## config.mk

```make
export PLATFORM = sky130hd
export DESIGN_NAME = pbas_ctrl
export DESIGN_NICKNAME = d
export VERILOG_FILES = /design/src/design/pbas_pkg.sv /design/src/design/pbas_ctrl.sv
export SDC_FILE = /design/constraint.sdc
export NUM_CORES = 1
export LEC_CHECK = 0
export BUFFER_PORTS_ARGS = -buffer_cell sky130_fd_sc_hd__buf_2
export CAP_MARGIN = 20
export CORE_MARGIN = 4
export CORE_UTILIZATION = 37
export CTS_BUF_LIST = sky130_fd_sc_hd__clkbuf_2
export CTS_CLUSTER_DIAMETER = 50
export DETAILED_ROUTE_END_ITERATION = 12
export GPL_TIMING_DRIVEN = 0
export PLACE_DENSITY = 0.61
export SLEW_MARGIN = 20
export SYNTH_ARGS = -nofsm -noshare
export SYNTH_HDL_FRONTEND = slang
export SYNTH_SLANG_ARGS = --single-unit
```

## constraint.sdc

```tcl
create_clock -name clk_i -period 3.6 [get_ports clk_i]
set_input_delay 1.08 -clock clk_i [delete_from_list [all_inputs] [get_ports clk_i]]
set_output_delay 1.08 -clock clk_i [all_outputs]
set_load 0.1 [all_outputs]
```

## src/design/pbas_pkg.sv

```systemverilog
// Shared types and constants of the packed bit array store.
`default_nettype none

package pbas_pkg;

  localparam int MaxEntries = 4096;
  localparam int WordBits   = 64;
  localparam int MaxWidth   = 32;
  localparam int StoreWords = (MaxEntries * MaxWidth + WordBits - 1) / WordBits;
  localparam int AddrW      = $clog2(StoreWords);
  localparam int ShiftW     = $clog2(WordBits);
  localparam int FirstW     = $clog2(MaxEntries * MaxWidth);
  localparam int IdxW       = 12;
  localparam int WidthW     = 6;
  localparam int CountW     = 13;
  localparam int ValW       = 32;
  localparam int CfgW       = 13;

  localparam logic [WidthW-1:0] BpeReset   = WidthW'(1);
  localparam logic [CountW-1:0] CountReset = CountW'(MaxEntries);

  typedef enum logic {
    FUNC_READ  = 1'b0,
    FUNC_WRITE = 1'b1
  } func_e;

  typedef enum logic {
    CFG_BITS_PER_ENTRY = 1'b0,
    CFG_ENTRY_COUNT    = 1'b1
  } cfg_idx_e;

  typedef struct packed {
    func_e            func;
    logic [IdxW-1:0]  index;
    logic [ValW-1:0]  value;
  } item_t;

  typedef struct packed {
    logic [ValW-1:0] read_value;
    logic            index_error;
  } result_t;

  typedef enum logic [3:0] {
    ST_CLEAR,
    ST_IDLE,
    ST_GEOM,
    ST_RD_LO,
    ST_RD_HI,
    ST_WAIT,
    ST_WR_LO,
    ST_WR_HI,
    ST_DONE
  } state_e;

  // Sequencer to datapath
  typedef struct packed {
    logic             latch;
    logic             geom;
    logic             sel_hi;
    logic             cap_lo;
    logic             cap_hi;
    logic             wr;
    logic             clear;
    logic             finish;
    logic [AddrW-1:0] clr_addr;
  } ctrl_t;

  // Datapath to sequencer
  typedef struct packed {
    logic err;
    logic straddle;
    logic is_write;
  } stat_t;

endpackage

`default_nettype wire

```

## src/design/pbas_ctrl.sv

```systemverilog
// Sequencer: clearing sweep and per-item read-modify-write steps.
`default_nettype none

module pbas_ctrl (
  input  wire logic           clk_i,
  input  wire logic           rst_ni,
  input  wire logic           start_i,
  input  wire pbas_pkg::stat_t stat_i,
  output pbas_pkg::ctrl_t     ctrl_o,
  output logic                busy_o
);

  pbas_pkg::state_e                state_q, state_d;
  logic [pbas_pkg::AddrW-1:0]      clr_q, clr_d;

  always_ff @(posedge clk_i or negedge rst_ni) begin
    if (!rst_ni) begin
      state_q <= pbas_pkg::ST_CLEAR;
      clr_q   <= '0;
    end else begin
      state_q <= state_d;
      clr_q   <= clr_d;
    end
  end

  always_comb begin
    state_d         = state_q;
    clr_d           = clr_q;
    ctrl_o          = '0;
    ctrl_o.clr_addr = clr_q;
    busy_o          = 1'b1;
    case (state_q)
      pbas_pkg::ST_CLEAR: begin
        ctrl_o.clear = 1'b1;
        clr_d        = clr_q + 1'b1;
        if (clr_q == pbas_pkg::AddrW'(pbas_pkg::StoreWords - 1)) begin
          state_d = pbas_pkg::ST_IDLE;
        end
      end
      pbas_pkg::ST_IDLE: begin
        busy_o = 1'b0;
        if (start_i) begin
          ctrl_o.latch = 1'b1;
          state_d      = pbas_pkg::ST_GEOM;
        end
      end
      pbas_pkg::ST_GEOM: begin
        ctrl_o.geom = 1'b1;
        state_d     = stat_i.err ? pbas_pkg::ST_DONE : pbas_pkg::ST_RD_LO;
      end
      pbas_pkg::ST_RD_LO: begin
        state_d = stat_i.straddle ? pbas_pkg::ST_RD_HI : pbas_pkg::ST_WAIT;
      end
      pbas_pkg::ST_RD_HI: begin
        ctrl_o.sel_hi = 1'b1;
        ctrl_o.cap_lo = 1'b1;
        state_d       = pbas_pkg::ST_WAIT;
      end
      pbas_pkg::ST_WAIT: begin
        ctrl_o.cap_hi = stat_i.straddle;
        ctrl_o.cap_lo = !stat_i.straddle;
        state_d       = stat_i.is_write ? pbas_pkg::ST_WR_LO : pbas_pkg::ST_DONE;
      end
      pbas_pkg::ST_WR_LO: begin
        ctrl_o.wr = 1'b1;
        state_d   = stat_i.straddle ? pbas_pkg::ST_WR_HI : pbas_pkg::ST_DONE;
      end
      pbas_pkg::ST_WR_HI: begin
        ctrl_o.wr     = 1'b1;
        ctrl_o.sel_hi = 1'b1;
        state_d       = pbas_pkg::ST_DONE;
      end
      pbas_pkg::ST_DONE: begin
        ctrl_o.finish = 1'b1;
        state_d       = pbas_pkg::ST_IDLE;
      end
      default: begin
        state_d = pbas_pkg::ST_IDLE;
      end
    endcase
  end

endmodule

`default_nettype wire

```

==> summary.txt <==
Placement
  – Final Wtd Congestion: ~0.75
  – DP HPWL: 1.42 mm
  – Buffers on Ports: 25

Floorplan
  – Core area: roughly 2200 um2
  – Initial Util: between 30% and 40%
  – Core Rows: 17
  – Die Span Y: approximately 57 um
  – Ports: 26
  – Die area: 3230 um2
  – Width of the die: approximately 57 um

Global routing
  – Largest net degree at the start of global routing: 16
  – Vias in the first global route: 692
  – First-pass GRT wire length: roughly 3.2 mm
  – Total track usage: 12.2%
  – Antenna violations before repair: 0
  – Grt ovf: 0

Critical path
  – Startpoint types: register
  – Setup crit end kind: output pin
  – CP peak stage delay: 0.51 ns
  – Flop-to-flop setup slack: 1.83 ns
  – Critical path buffer and inverter count: 4
  – CP Class: reg -> out
  – CP cell instances: buf_6 -> or4_4 -> buf_6 -> inv_2 -> buf_2
  – Critical Path RT: between 2 and 3 ns
  – WP data arrival: 2.02 ns
  – CP Max Fanout: 10
  – CP top delay family: buffers and inverters
  – Most used cell, CP: buf_6
  – Slowest-stage cell, CP: or4_4

Routing
  – DR DRC count: 0
  – WL/cell: ~13 um
  – Via Count: about 750
  – Initial DRT Pass Iterations: 4
  – Initial DRC count: 15
  – Post-route ant nets: 0
  – Post-Route WL: 1.86 mm
  – Routed vias/inst: around 5.2

STA
  – Hold Fails Final Rpt: 0
  – Worst-margin pin slew: about 0.49 ns
  – Max Fclk: ~320 MHz
  – Final TNS setup: 0 ns
  – Pins Over Slew Limit: 0
  – Final Cycle Share: between 80% and 90%
  – Setup violations, final: 0
  – Clock Skew: a little over 0.0005 ns
  – Final hold slack: 0.507 ns
  – Fin crit period: 3.10 ns
  – Max-slew headroom: just under 70%
  – Unrepaired setup endpoints after global routing: no

Clock network
  – Post-CTS setup buffer count: 0
  – CTS root buf: clkbuf_2
  – CTS Buf Count: 3
  – Clk pin slew, worst setup/hold paths: 0.14 ns
  – H-tree depth: 1
  – TritonCTS clock tree: done
  – Max clock buf depth: 2
  – Sink Count: 15
  – PostCTS Resize Cnt: 0
  – Hold-fix buffers, CTS: 0
  – Clk_lat worst skew: 0.27 ns

Finish
  – Commonest non-fill, non-tap cell in the layout: buf_2
  – Most frequent cells in the layout: 25 x buf_2, 15 x dfrtp_1, 8 x nand2_1
  – Layout cell share with drive strength beyond 1: a little over a third
  – Layout net count: around 120
  – Ant. Diodes: 0
  – Synth-to-layout area growth: 23.4%
  – FILL cells: ~220
  – Final core occ: 48.7%

Synth
  – Yosys cell types: 28
  – Syn_area_per_cell: just over 10 um2
  – Seq/Total Area, Yosys: between 40% and 50%
  – Top cells by area, synth: dfrtp_1 43%, nor4_4 7.2%, xor2_1 6.0%
  – Post-Syn Instances: between 80 and 90
  – Share of the synthesized area in the top cell type: a little over two fifths
  – Post-synth top area cell: dfrtp_1
  – #FFs+latches synth: 15
  – Mapped Area: approximately 880 um2
  – Synthesized Nets: 94
  – Syn. warnings: 0

Min path
  – Hold WC Path Type: reg -> reg

Run
  – Max cap viols: 0

Run status
  – Status: finished clean
[stage by stage]
step / setup slack (ns) / cells / cell area, um2
detailed placement: 0.632 / 140 / 1070
global route: 0.380 / 144 / 1090
global placement: 0.645 / 140 / 1070
floorplan: 0.157 / 87 / 908
CTS: 0.466 / 144 / 1090
finish: 0.504 / 144 / 1090
[synth_stat cells (all sizes together)]
library cell and n:
o2bb2ai 1, ha 1, o21ba 1, xnor2 4, nand2b 4, nand4 3
nor2 5, nor4b 1, and3 2, or4 1, clkbuf 2, nor3b 1
nand3 4, buf 2, o311a 1, xor2 6, a211oi 1, nor4bb 1
nand2 8, nor2b 4, inv 4, nor4 3, nor3 6, a221o 2
a21oi 3, dfrtp 15, o31a 1
[state kept, by name, summed over array words and instances, names as in the netlist]
register	flops
state_q	4
clr_q	11
[kinds of logic (layout without fill, tap and decap cells)]
kind of cell	after synthesis	in the layout	share of synthesized area, %
AO/OA/AOI/OAI	10	10	9.08
adder cells (fa/ha/maj)	1	1	1.42
flip-flops	15	15	42.6
AND/OR/NAND/NOR	43	43	31.9
buffers and inverters	8	37	5.11
XOR/XNOR	10	10	9.93
[final timing paths]
| kind | from | to | cells after the start |
|---|---|---|---|
| worst min-delay path | clr_q[9]$_DFFE_PN0N_ | clr_q[9]$_DFFE_PN0N_ | 1 |
| worst min register to register | clr_q[9]$_DFFE_PN0N_ | clr_q[9]$_DFFE_PN0N_ | 1 |
| worst max register to register | state_q[2]$_DFFE_PN0P_ | clr_q[10]$_DFFE_PN0N_ | 5 |
| min in group asynchronous | rst_ni | clr_q[3]$_DFFE_PN0N_ | 1 |
| worst max-delay path | state_q[2]$_DFFE_PN0P_ | ctrl_o[12] | 5 |
| max in group asynchronous | rst_ni | clr_q[0]$_DFFE_PN0N_ | 1 |
[routing by layer]
layer / share of wire (%) / routed length, um / global-route usage, %
met1: 46 / 864 / 16.4
met2: 50 / 936 / 20.0
met3: 3.2 / 59 / 3.22
met4: 0 / 0 / 1.99
met5: 0 / 0 / 0
[cell type report]
type                    count  area (um2)  share of cell area, %
multi-input cells          64         488                   44.8
flip-flops and latches     15         375                   34.5
repair buffers             25         125                   11.5
well taps                  28        35.0                   3.22
plain buffers               4        30.0                   2.76
clock buffers               4        20.0                   1.84
inverters                   4        15.0                   1.38
Power is left out: the tool's default activity adds up to more than one toggle a clock period on the data nets, which glitch-free logic cannot reach.
