## config.mk

```make
export PLATFORM = sky130hd
export DESIGN_NAME = pbas_dpath
export DESIGN_NICKNAME = d
export VERILOG_FILES = /design/src/design/pbas_pkg.sv /design/src/design/pbas_dpath.sv
export SDC_FILE = /design/constraint.sdc
export NUM_CORES = 1
export LEC_CHECK = 0
export ABC_CLOCK_PERIOD_IN_PS = 6300
export BUFFER_PORTS_ARGS = -buffer_cell sky130_fd_sc_hd__buf_4
export CORE_ASPECT_RATIO = 2
export CORE_MARGIN = 2
export CORE_UTILIZATION = 45
export CTS_CLUSTER_DIAMETER = 40
export DETAILED_ROUTE_END_ITERATION = 10
export SLEW_MARGIN = 25
export SYNTH_ARGS = -nofsm -noshare
export SYNTH_HDL_FRONTEND = slang
export SYNTH_SLANG_ARGS = --single-unit
```

## constraint.sdc

```tcl
create_clock -name clk_i -period 6.3 [get_ports clk_i]
set_input_delay 1.575 -clock clk_i [delete_from_list [all_inputs] [get_ports clk_i]]
set_output_delay 1.575 -clock clk_i [all_outputs]
set_load 0.005 [all_outputs]
```

## src/design/pbas_pkg.sv

```systemverilog
// Shared types and constants of the packed bit array store.
`default_nettype none

package pbas_pkg;

  localparam int MaxEntries = 4096;
  localparam int WordBits   = 64;
  localparam int MaxWidth   = 32;
  localparam int StoreWords = (MaxEntries * MaxWidth + WordBits - 1) / WordBits;
  localparam int AddrW      = $clog2(StoreWords);
  localparam int ShiftW     = $clog2(WordBits);
  localparam int FirstW     = $clog2(MaxEntries * MaxWidth);
  localparam int IdxW       = 12;
  localparam int WidthW     = 6;
  localparam int CountW     = 13;
  localparam int ValW       = 32;
  localparam int CfgW       = 13;

  localparam logic [WidthW-1:0] BpeReset   = WidthW'(1);
  localparam logic [CountW-1:0] CountReset = CountW'(MaxEntries);

  typedef enum logic {
    FUNC_READ  = 1'b0,
    FUNC_WRITE = 1'b1
  } func_e;

  typedef enum logic {
    CFG_BITS_PER_ENTRY = 1'b0,
    CFG_ENTRY_COUNT    = 1'b1
  } cfg_idx_e;

  typedef struct packed {
    func_e            func;
    logic [IdxW-1:0]  index;
    logic [ValW-1:0]  value;
  } item_t;

  typedef struct packed {
    logic [ValW-1:0] read_value;
    logic            index_error;
  } result_t;

  typedef enum logic [3:0] {
    ST_CLEAR,
    ST_IDLE,
    ST_GEOM,
    ST_RD_LO,
    ST_RD_HI,
    ST_WAIT,
    ST_WR_LO,
    ST_WR_HI,
    ST_DONE
  } state_e;

  // Sequencer to datapath
  typedef struct packed {
    logic             latch;
    logic             geom;
    logic             sel_hi;
    logic             cap_lo;
    logic             cap_hi;
    logic             wr;
    logic             clear;
    logic             finish;
    logic [AddrW-1:0] clr_addr;
  } ctrl_t;

  // Datapath to sequencer
  typedef struct packed {
    logic err;
    logic straddle;
    logic is_write;
  } stat_t;

endpackage

`default_nettype wire

```

## src/design/pbas_dpath.sv

```systemverilog
// Datapath: entry geometry, word capture, extract and merge, result register.
`default_nettype none

module pbas_dpath (
  input  wire logic                               clk_i,
  input  wire logic                               rst_ni,
  input  wire pbas_pkg::item_t                    item_i,
  input  wire logic [pbas_pkg::WidthW-1:0]        bpe_i,
  input  wire logic [pbas_pkg::CountW-1:0]        count_i,
  input  wire pbas_pkg::ctrl_t                    ctrl_i,
  output pbas_pkg::stat_t                         stat_o,
  output logic                                    ram_we_o,
  output logic [pbas_pkg::AddrW-1:0]              ram_addr_o,
  output logic [pbas_pkg::WordBits-1:0]           ram_wdata_o,
  input  wire logic [pbas_pkg::WordBits-1:0]      ram_rdata_i,
  output pbas_pkg::result_t                       result_o,
  output logic                                    done_o
);

  localparam int WB = pbas_pkg::WordBits;

  pbas_pkg::item_t                    op_q;
  logic                               err_q;
  logic [pbas_pkg::WidthW-1:0]        w_q;
  logic [pbas_pkg::AddrW-1:0]         lo_word_q;
  logic [pbas_pkg::ShiftW-1:0]        shift_q;
  logic                               straddle_q;
  logic [WB-1:0]                      lo_q, hi_q;
  pbas_pkg::result_t                  res_q;
  logic                               done_q;

  logic [pbas_pkg::WidthW-1:0]              w_eff;
  logic [pbas_pkg::IdxW+pbas_pkg::WidthW-1:0] prod;
  logic [pbas_pkg::FirstW-1:0]              first;
  logic [pbas_pkg::ShiftW:0]                end_bit;
  logic [WB-1:0]                            mask;
  logic [2*WB-1:0]                          pair, ext, m2, v2, merged;
  logic [pbas_pkg::ValW-1:0]                rd_val, v_masked;

  // Width zero acts as one, above the maximum as the maximum
  always_comb begin
    if (bpe_i == '0) begin
      w_eff = pbas_pkg::WidthW'(1);
    end else if (bpe_i > pbas_pkg::WidthW'(pbas_pkg::MaxWidth)) begin
      w_eff = pbas_pkg::WidthW'(pbas_pkg::MaxWidth);
    end else begin
      w_eff = bpe_i;
    end
  end

  assign prod    = {{pbas_pkg::WidthW{1'b0}}, op_q.index} *
                   {{pbas_pkg::IdxW{1'b0}}, w_eff};
  assign first   = prod[pbas_pkg::FirstW-1:0];
  assign end_bit = {1'b0, first[pbas_pkg::ShiftW-1:0]} + {1'b0, w_eff};

  always_ff @(posedge clk_i) begin
    if (ctrl_i.latch) begin
      op_q  <= item_i;
      err_q <= {1'b0, item_i.index} >= count_i;
    end
    if (ctrl_i.geom) begin
      w_q        <= w_eff;
      lo_word_q  <= first[pbas_pkg::FirstW-1:pbas_pkg::ShiftW];
      shift_q    <= first[pbas_pkg::ShiftW-1:0];
      straddle_q <= end_bit > (pbas_pkg::ShiftW+1)'(WB);
    end
    if (ctrl_i.cap_lo) begin
      lo_q <= ram_rdata_i;
    end
    if (ctrl_i.cap_hi) begin
      hi_q <= ram_rdata_i;
    end
    if (ctrl_i.finish) begin
      res_q.read_value  <= (err_q || op_q.func == pbas_pkg::FUNC_WRITE) ? '0 : rd_val;
      res_q.index_error <= err_q;
    end
  end

  always_ff @(posedge clk_i or negedge rst_ni) begin
    if (!rst_ni) begin
      done_q <= 1'b0;
    end else begin
      done_q <= ctrl_i.finish;
    end
  end

  // Two adjacent words viewed as one 128-bit span; the upper word only
  // matters when the entry straddles
  assign mask     = ({{(WB-1){1'b0}}, 1'b1} << w_q) - {{(WB-1){1'b0}}, 1'b1};
  assign pair     = {hi_q, lo_q};
  assign ext      = pair >> shift_q;
  assign rd_val   = ext[pbas_pkg::ValW-1:0] & mask[pbas_pkg::ValW-1:0];
  assign v_masked = op_q.value & mask[pbas_pkg::ValW-1:0];
  assign m2       = {{WB{1'b0}}, mask} << shift_q;
  assign v2       = {{(2*WB-pbas_pkg::ValW){1'b0}}, v_masked} << shift_q;
  assign merged   = (pair & ~m2) | v2;

  assign ram_we_o   = ctrl_i.wr || ctrl_i.clear;
  assign ram_addr_o = ctrl_i.clear  ? ctrl_i.clr_addr :
                      ctrl_i.sel_hi ? lo_word_q + 1'b1 : lo_word_q;
  assign ram_wdata_o = ctrl_i.clear  ? '0 :
                       ctrl_i.sel_hi ? merged[2*WB-1:WB] : merged[WB-1:0];

  assign stat_o.err      = err_q;
  assign stat_o.straddle = straddle_q;
  assign stat_o.is_write = op_q.func == pbas_pkg::FUNC_WRITE;

  assign result_o = res_q;
  assign done_o   = done_q;

endmodule

`default_nettype wire
```

==> results of run 1 <==
[logic make-up after synthesis]
family,count (synthesis),synth area share [%]
simple gates,1010,17.6
compound gates,989,25.5
buf+inv,367,5.62
mux,352,18.9
flops,232,26.2
fa+ha+maj,84,5.11
xor+xnor,34,1.12
[cell usage after synthesis, drive strengths merged, types with 20 or more instances]
| master | instances | area (um^2) |
|---|---|---|
| xnor2 | 20 | 175 |
| nand4 | 20 | 125 |
| clkbuf | 177 | 664 |
| a21o | 28 | 210 |
| nor3 | 62 | 325 |
| nand3 | 45 | 225 |
| nand2 | 445 | 1670 |
| and2 | 39 | 244 |
| a31oi | 73 | 457 |
| a211oi | 54 | 415 |
| mux2 | 63 | 713 |
| nor2 | 234 | 881 |
| o22ai | 30 | 188 |
| o211ai | 48 | 360 |
| ha | 43 | 538 |
| edfxtp | 231 | 6940 |
| a21oi | 200 | 1010 |
| o21ai | 225 | 1140 |
| mux2i | 176 | 1770 |
| a221oi | 30 | 263 |
| mux4 | 113 | 2540 |
| o31ai | 31 | 248 |
| inv | 85 | 319 |
| buf | 102 | 499 |
| and3 | 39 | 244 |
| nor4 | 24 | 184 |
| fa | 41 | 821 |
[metrics by stage]
step / std cells / hold slack, ns
2_1_floorplan: 3068 / 0.467
3_3_place_gp: 4184 / 0.817
3_5_place_dp: 4184 / 0.822
4_1_cts: 4270 / 0.683
[timing repair]
item | 4_1_cts
pin swaps | 43
setup endpoints to repair | 64
resized for setup | 188
buffers inserted | 25
cloned | 4
[metal layers]
metal / global-route usage (%) / overflow
met5: 1.72 / 0
met4: 68.3 / 14
met3: 34.2 / 0
met2: 85.2 / 14
met1: 61.7 / 0
==> insert_results.sql, run 1 <==
INSERT INTO impl_metrics (metric_group, metric, value, unit) VALUES
('place', 'placement.setup.worst_slack', '-0.0775', 'ns'),
('logic_synthesis', 'synth-main-ff-cell', 'sky130_fd_sc_hd__edfxtp_1', ''),
('logic_synthesis', 'synth_seq_area_share', '26.2', '%'),
('floorplan', 'die-width', '176', 'um'),
('floorplan', 'die_height', '348', 'um'),
('clock_tree', 'cts.sink_count', '232', ''),
('clock_tree', 'cts_htree_levels', '1', ''),
('place', 'placement.cell_area', '31300', 'um^2'),
('logic_synthesis', 'synthesis.instances', '3068', ''),
('run_status', 'outcome', 'aborted with a tool error', ''),
('floorplan', 'io-pin-count', '262', ''),
('place', 'post_detail_place_hpwl', '131000', 'um'),
('clock_tree', 'tritoncts.num_buffers', '31', ''),
('logic_synthesis', 'ys_seq_elements', '232', ''),
('logic_synthesis', 'syn_area_per_cell', '8.67', 'um^2'),
('logic_synthesis', 'summed_instance_area_of_the_synthesized_netlist', '26600', 'um^2'),
('floorplan', 'placement_rows', '126', ''),
('run_status', 'first-error', '[ERROR GRT-0116] Global routing finished with congestion. Check the congestion regions in the DRC Viewer.', ''),
('grt', 'globalRouteOverflowTotal', '28', ''),
('grt', 'grt_first_pass_wirelength', '269000', 'um'),
('logic_synthesis', 'synth.lib_cells_used.distinct', '112', ''),
('grt', 'grt_start_max_net_pins', '156', ''),
('clock_tree', 'clk_root_buffer_cell', 'sky130_fd_sc_hd__clkbuf_16', ''),
('clock_tree', 'hold_buffers', '0', ''),
('place', 'gp_congestion', '1.24', ''),
('place', 'port_buffers', '261', ''),
('floorplan', 'initial_core_util', '45.2', '%'),
('run_status', 'outcome.stop_stage', 'global routing (5_1_grt)', ''),
('logic_synthesis', 'synth_warnings', '0', ''),
('logic_synthesis', 'synth_edf_count', '231', ''),
('grt', 'grt_use_total', '61.9', '%'),
('logic_synthesis', 'async_flop_share', '0.431', '%'),
('grt', 'grt_pass1_vias', '34000', ''),
('clock_tree', 'ctsLongestPathBuffers', '3', ''),
('logic_synthesis', 'synth.net_count', '3301', '');
==> inputs of run 2 (changes only) <==
--- a/config.mk
+++ b/config.mk
@@ -7,11 +7,10 @@
 export LEC_CHECK = 0
 export ABC_CLOCK_PERIOD_IN_PS = 6300
 export BUFFER_PORTS_ARGS = -buffer_cell sky130_fd_sc_hd__buf_4
-export CORE_ASPECT_RATIO = 2
 export CORE_MARGIN = 2
-export CORE_UTILIZATION = 45
-export CTS_CLUSTER_DIAMETER = 40
+export CORE_UTILIZATION = 30
 export DETAILED_ROUTE_END_ITERATION = 10
+export PLACE_DENSITY_LB_ADDON = 0.15
 export SLEW_MARGIN = 25
 export SYNTH_ARGS = -nofsm -noshare
 export SYNTH_HDL_FRONTEND = slang
==> run 2 against run 1 <==
  * The flow now finishes, with violations (setup timing)
  * Synthesized area is the same
  * Synthesized cell count is the same
==> insert_results.sql, run 2 <==
INSERT INTO impl_metrics (metric_group, metric, value, unit) VALUES
('worst_setup_path', 'critPathRequiredTime', '4.72', 'ns'),
('logic_synthesis', 'summed_instance_area_of_the_synthesized_netlist', '26600', 'um^2'),
('logic_synthesis', 'synthAdderAreaFrac', '5.11', '%'),
('grt', 'grt_use_total', '33.1', '%'),
('finish', 'fillers', '9189', ''),
('run_status', 'violations_in_the_final_reports', 'setup timing', ''),
('power', 'cell_internal_power', '0.00464', 'W'),
('place', 'placement.setup.worst_slack', '-0.212', 'ns'),
('sta', 'rsz0062_at_grt', 'true', ''),
('clock_tree', 'tritoncts.num_buffers', '27', ''),
('power', 'p_sw', '0.00391', 'W'),
('flow_run', 'maxCapViolCount', '0', ''),
('clock_tree', 'cts_tree', 'done', ''),
('place', 'port_buffers', '261', ''),
('power', 'power_frac_comb', '56.7', '%'),
('sta', 'max_clock_freq', '158', 'MHz'),
('logic_synthesis', 'synth_top_cells_by_area', 'sky130_fd_sc_hd__edfxtp_1, sky130_fd_sc_hd__mux4_2, sky130_fd_sc_hd__mux2i_1, sky130_fd_sc_hd__nand2_1, sky130_fd_sc_hd__o21ai_0', ''),
('grt', 'grt_first_pass_wirelength', '215000', 'um'),
('worst_setup_path', 'critPathLaunchType', 'flip-flop', ''),
('grt', 'grt_start_max_net_pins', '134', ''),
('floorplan', 'placement_rows', '109', ''),
('finish', 'final_core_util', '38.8', '%'),
('place', 'post_detail_place_hpwl', '122000', 'um'),
('finish', 'mostFrequentLayoutCells', 'sky130_fd_sc_hd__buf_4, sky130_fd_sc_hd__nand2_1, sky130_fd_sc_hd__edfxtp_1', ''),
('floorplan', 'core_area', '88100', 'um^2'),
('logic_synthesis', 'synth_warnings', '0', ''),
('clock_tree', 'clk_latency', '0.58', 'ns'),
('logic_synthesis', 'synth_area_in_compound_gates', '25.5', '%'),
('clock_tree', 'hold_buffers', '0', ''),
('grt', 'globalRouteOverflowTotal', '0', ''),
('finish', 'register_area', '6960', 'um^2'),
('logic_synthesis', 'synth_xor_xnor_area_share', '1.12', '%'),
('logic_synthesis', 'dominant_combinational_cell_family_by_area_after_synthesis', 'compound AO/OA/AOI/OAI gates', ''),
('logic_synthesis', 'synth.lib_cells_used.distinct', '112', ''),
('logic_synthesis', 'netlist_top_cells_count', 'sky130_fd_sc_hd__nand2_1, sky130_fd_sc_hd__nor2_1, sky130_fd_sc_hd__edfxtp_1', ''),
('grt', 'grt_pass1_vias', '27900', ''),
('logic_synthesis', 'async_flop_share', '0.431', '%'),
('sta', 'timing.final.crit_share', '100', '%'),
('place', 'gp_congestion', '1.05', ''),
('finish', 'num-nets-final', '3657', ''),
('worst_setup_path', 'critPathCaptureType', 'output pin', ''),
('finish', 'post_route_cells_drive_above_1_share', '31.9', '%'),
('routing', 'post-route-drc-count', '0', ''),
('sta', 'tightest_slew', '1.29', 'ns'),
('clock_tree', 'clk_root_buffer_cell', 'sky130_fd_sc_hd__clkbuf_16', ''),
('clock_tree', 'ctsLongestPathBuffers', '3', ''),
('logic_synthesis', 'post-synth-top-count-cell', 'sky130_fd_sc_hd__nand2_1', ''),
('run_status', 'outcome', 'finished with violations', ''),
('routing', 'finalWirelength', '156000', 'um'),
('finish', 'finalNonFillerCells', '4613', ''),
('min_path', 'hp-class', 'flip-flop to flip-flop', ''),
('sta', 'fin_crit', '6.32', 'ns'),
('clock_tree', 'cts_htree_levels', '1', ''),
('floorplan', 'initial_core_util', '30.2', '%'),
('sta', 'final_critical_path_setup_slack', '-0.0183', 'ns'),
('sta', 'timing.setup.tns', '-0.0183', 'ns'),
('sta', 'finalHoldViolCount', '0', ''),
('routing', 'initial_drc_count', '4351', ''),
('logic_synthesis', 'ys_seq_elements', '232', ''),
('routing', 'routed_via_count', '29500', ''),
('floorplan', 'fp.dieArea', '91000', 'um^2'),
('power', 'power.switching_fraction', '45.7', '%'),
('power', 'p_leak', '13.3', 'nW'),
('logic_synthesis', 'syn_area_per_cell', '8.67', 'um^2'),
('clock_tree', 'clk_pin_slew', '0.06', 'ns'),
('worst_setup_path', 'timing_worst_setup_path_type', 'flip-flop to output pin', ''),
('routing', 'drt-vias-per-instance', '6.39', ''),
('sta', 'clock-skew-final', '0.0159', 'ns'),
('sta', 'slew_margin_rel', '13.0', '%'),
('power', 'power.share.clock', '18.0', '%'),
('logic_synthesis', 'synth.largest_area_cell', 'sky130_fd_sc_hd__edfxtp_1', ''),
('grt', 'initial_antenna_violation_count', '13', ''),
('floorplan', 'die_height', '302', 'um'),
('floorplan', 'die-width', '302', 'um'),
('worst_setup_path', 'cp_data_arrival_time', '4.74', 'ns'),
('logic_synthesis', 'basic_gate_share_of_the_synthesized_area_counting_and_or_nand_and_nor_cells', '17.6', '%'),
('logic_synthesis', 'yosys-mux-area-fraction', '18.9', '%'),
('worst_setup_path', 'ff2ff_setup_slack', '1.67', 'ns'),
('routing', 'wl_per_cell', '33.9', 'um'),
('finish', 'largest_registers', 'hi_q (64), lo_q (64), op_q (44)', ''),
('logic_synthesis', 'synthesis.instances', '3068', ''),
('sta', 'hold_ws', '0.704', 'ns'),
('place', 'placed_cells', '4495', ''),
('worst_setup_path', 'critical_path_peak_fanout', '70', ''),
('logic_synthesis', 'synth_edf_count', '231', ''),
('finish', 'flow.area_growth_from_synthesis', '28.6', '%'),
('logic_synthesis', 'synth_top_cell_area_share', '26.1', '%'),
('logic_synthesis', 'synth_seq_area_share', '26.2', '%'),
('finish', 'multi_input_area', '19500', 'um^2'),
('sta', 'setup_viol_count_final', '1', ''),
('finish', 'layout.cells.most_common', 'sky130_fd_sc_hd__buf_4', ''),
('power', 'p_seq_share', '25.3', '%'),
('routing', 'ant_nets', '0', ''),
('routing', 'firstDrtPassIters', '6', ''),
('sta', 'timing.final.max_slew_violations', '0', ''),
('clock_tree', 'cts.sink_count', '232', ''),
('floorplan', 'io-pin-count', '262', ''),
('power', 'power.ir.vdd_worst', '214', 'uV'),
('power', 'pwr_density_cell', '250', 'nW/um^2'),
('logic_synthesis', 'synth-main-ff-cell', 'sky130_fd_sc_hd__edfxtp_1', ''),
('logic_synthesis', 'synth.net_count', '3301', '');
==> run 2: cell counts after synthesis <==
No cell type changed its count.
==> run 2: worst paths after layout <==
path / from / to / cells after the start
setup / recovery: shift_q[0]$_DFFE_PP_ / ram_wdata_o[31] / 13
hold / removal: err_q$_DFFE_PP_ / result_o[0]$_DFFE_PP_ / 0
setup reg to reg: shift_q[0]$_DFFE_PP_ / result_o[6]$_SDFFCE_PP0P_ / 13
hold reg to reg: err_q$_DFFE_PP_ / result_o[0]$_DFFE_PP_ / 0
max in group asynchronous: rst_ni / done_o$_DFF_PN0_ / 1
min in group asynchronous: rst_ni / done_o$_DFF_PN0_ / 1
==> run 2: area by class of cell <==
cell class / count / area share [%]
inverters: 88 / 1.02
well taps: 1165 / 4.26
diodes: 4 / 0.0293
multi-input cells: 2469 / 57.2
flip-flops and latches: 232 / 20.4
clock buffers: 30 / 2.01
clock inverters: 19 / 0.523
repair buffers: 606 / 14.6
==> run 2: timing repair <==
| item | CTS | global route |
|---|---|---|
| gates cloned | 2 | 5 |
| endpoints found under the setup margin | 64 | 63 |
| pin swaps | 28 | 64 |
| resized for setup | 142 | 191 |
| buffers inserted | 30 | 31 |
==> run 2: stage by stage <==
stage	total power, W	instance area, um^2
finish	0.00856	34200
global route	0.00887	34200
CTS	0.00825	32900
detailed placement	0.00652	31100
global placement	0.00654	31100
floorplan	0.00444	26600
==> run 2: metal layers <==
| layer | share of wire, % | up-vias | track usage [%] | routed length, um |
|---|---|---|---|---|
| met1 | 39 | 14600 | 43.3 | 60500 |
| met5 | 0.035 | - | 0 | 55 |
| li1 | - | 12500 | - | - |
| met4 | 6.2 | 8 | 16.9 | 9650 |
| met3 | 12 | 408 | 8.61 | 18500 |
| met2 | 43 | 1932 | 50.4 | 67600 |
==> run 2: cells by family (layout without fill, tap and decap cells) <==
logic type / count (synthesis) / count (layout)
AND/OR/NAND/NOR: 1010 / 1010
multiplexers: 352 / 352
buffers and inverters: 367 / 743
adder cells (fa/ha/maj): 84 / 84
flip-flops: 232 / 232
XOR/XNOR: 34 / 34
other: 0 / 4
AO/OA/AOI/OAI: 989 / 989
==> run 2: worst max-delay path: stages, from the launching register on <==
cell and delay (ns):
sky130_fd_sc_hd__edfxtp_1 0.41, sky130_fd_sc_hd__buf_12 0.30, sky130_fd_sc_hd__buf_4 0.45, sky130_fd_sc_hd__buf_4 0.42
sky130_fd_sc_hd__nor2_1 0.09, sky130_fd_sc_hd__a31oi_1 0.63, sky130_fd_sc_hd__mux2_2 0.43, sky130_fd_sc_hd__mux2i_1 0.11
sky130_fd_sc_hd__buf_4 0.19, sky130_fd_sc_hd__mux2_2 0.34, sky130_fd_sc_hd__mux2i_1 0.20, sky130_fd_sc_hd__o21ai_0 0.12
sky130_fd_sc_hd__a32o_1 0.27, sky130_fd_sc_hd__buf_4 0.14
==> run 2: power by group through the flow <==
stage | clock (W) | combinational [W] | sequential (W)
final | 0.00154 | 0.00485 | 0.00216
after global routing | 0.00165 | 0.00505 | 0.00216
after CTS | 0.00160 | 0.00451 | 0.00214
after detailed placement | 0 | 0.00435 | 0.00217
after global placement | 0 | 0.00437 | 0.00217
after floorplan | 0 | 0.00244 | 0.00201
Power figures use the tool's default switching activity.
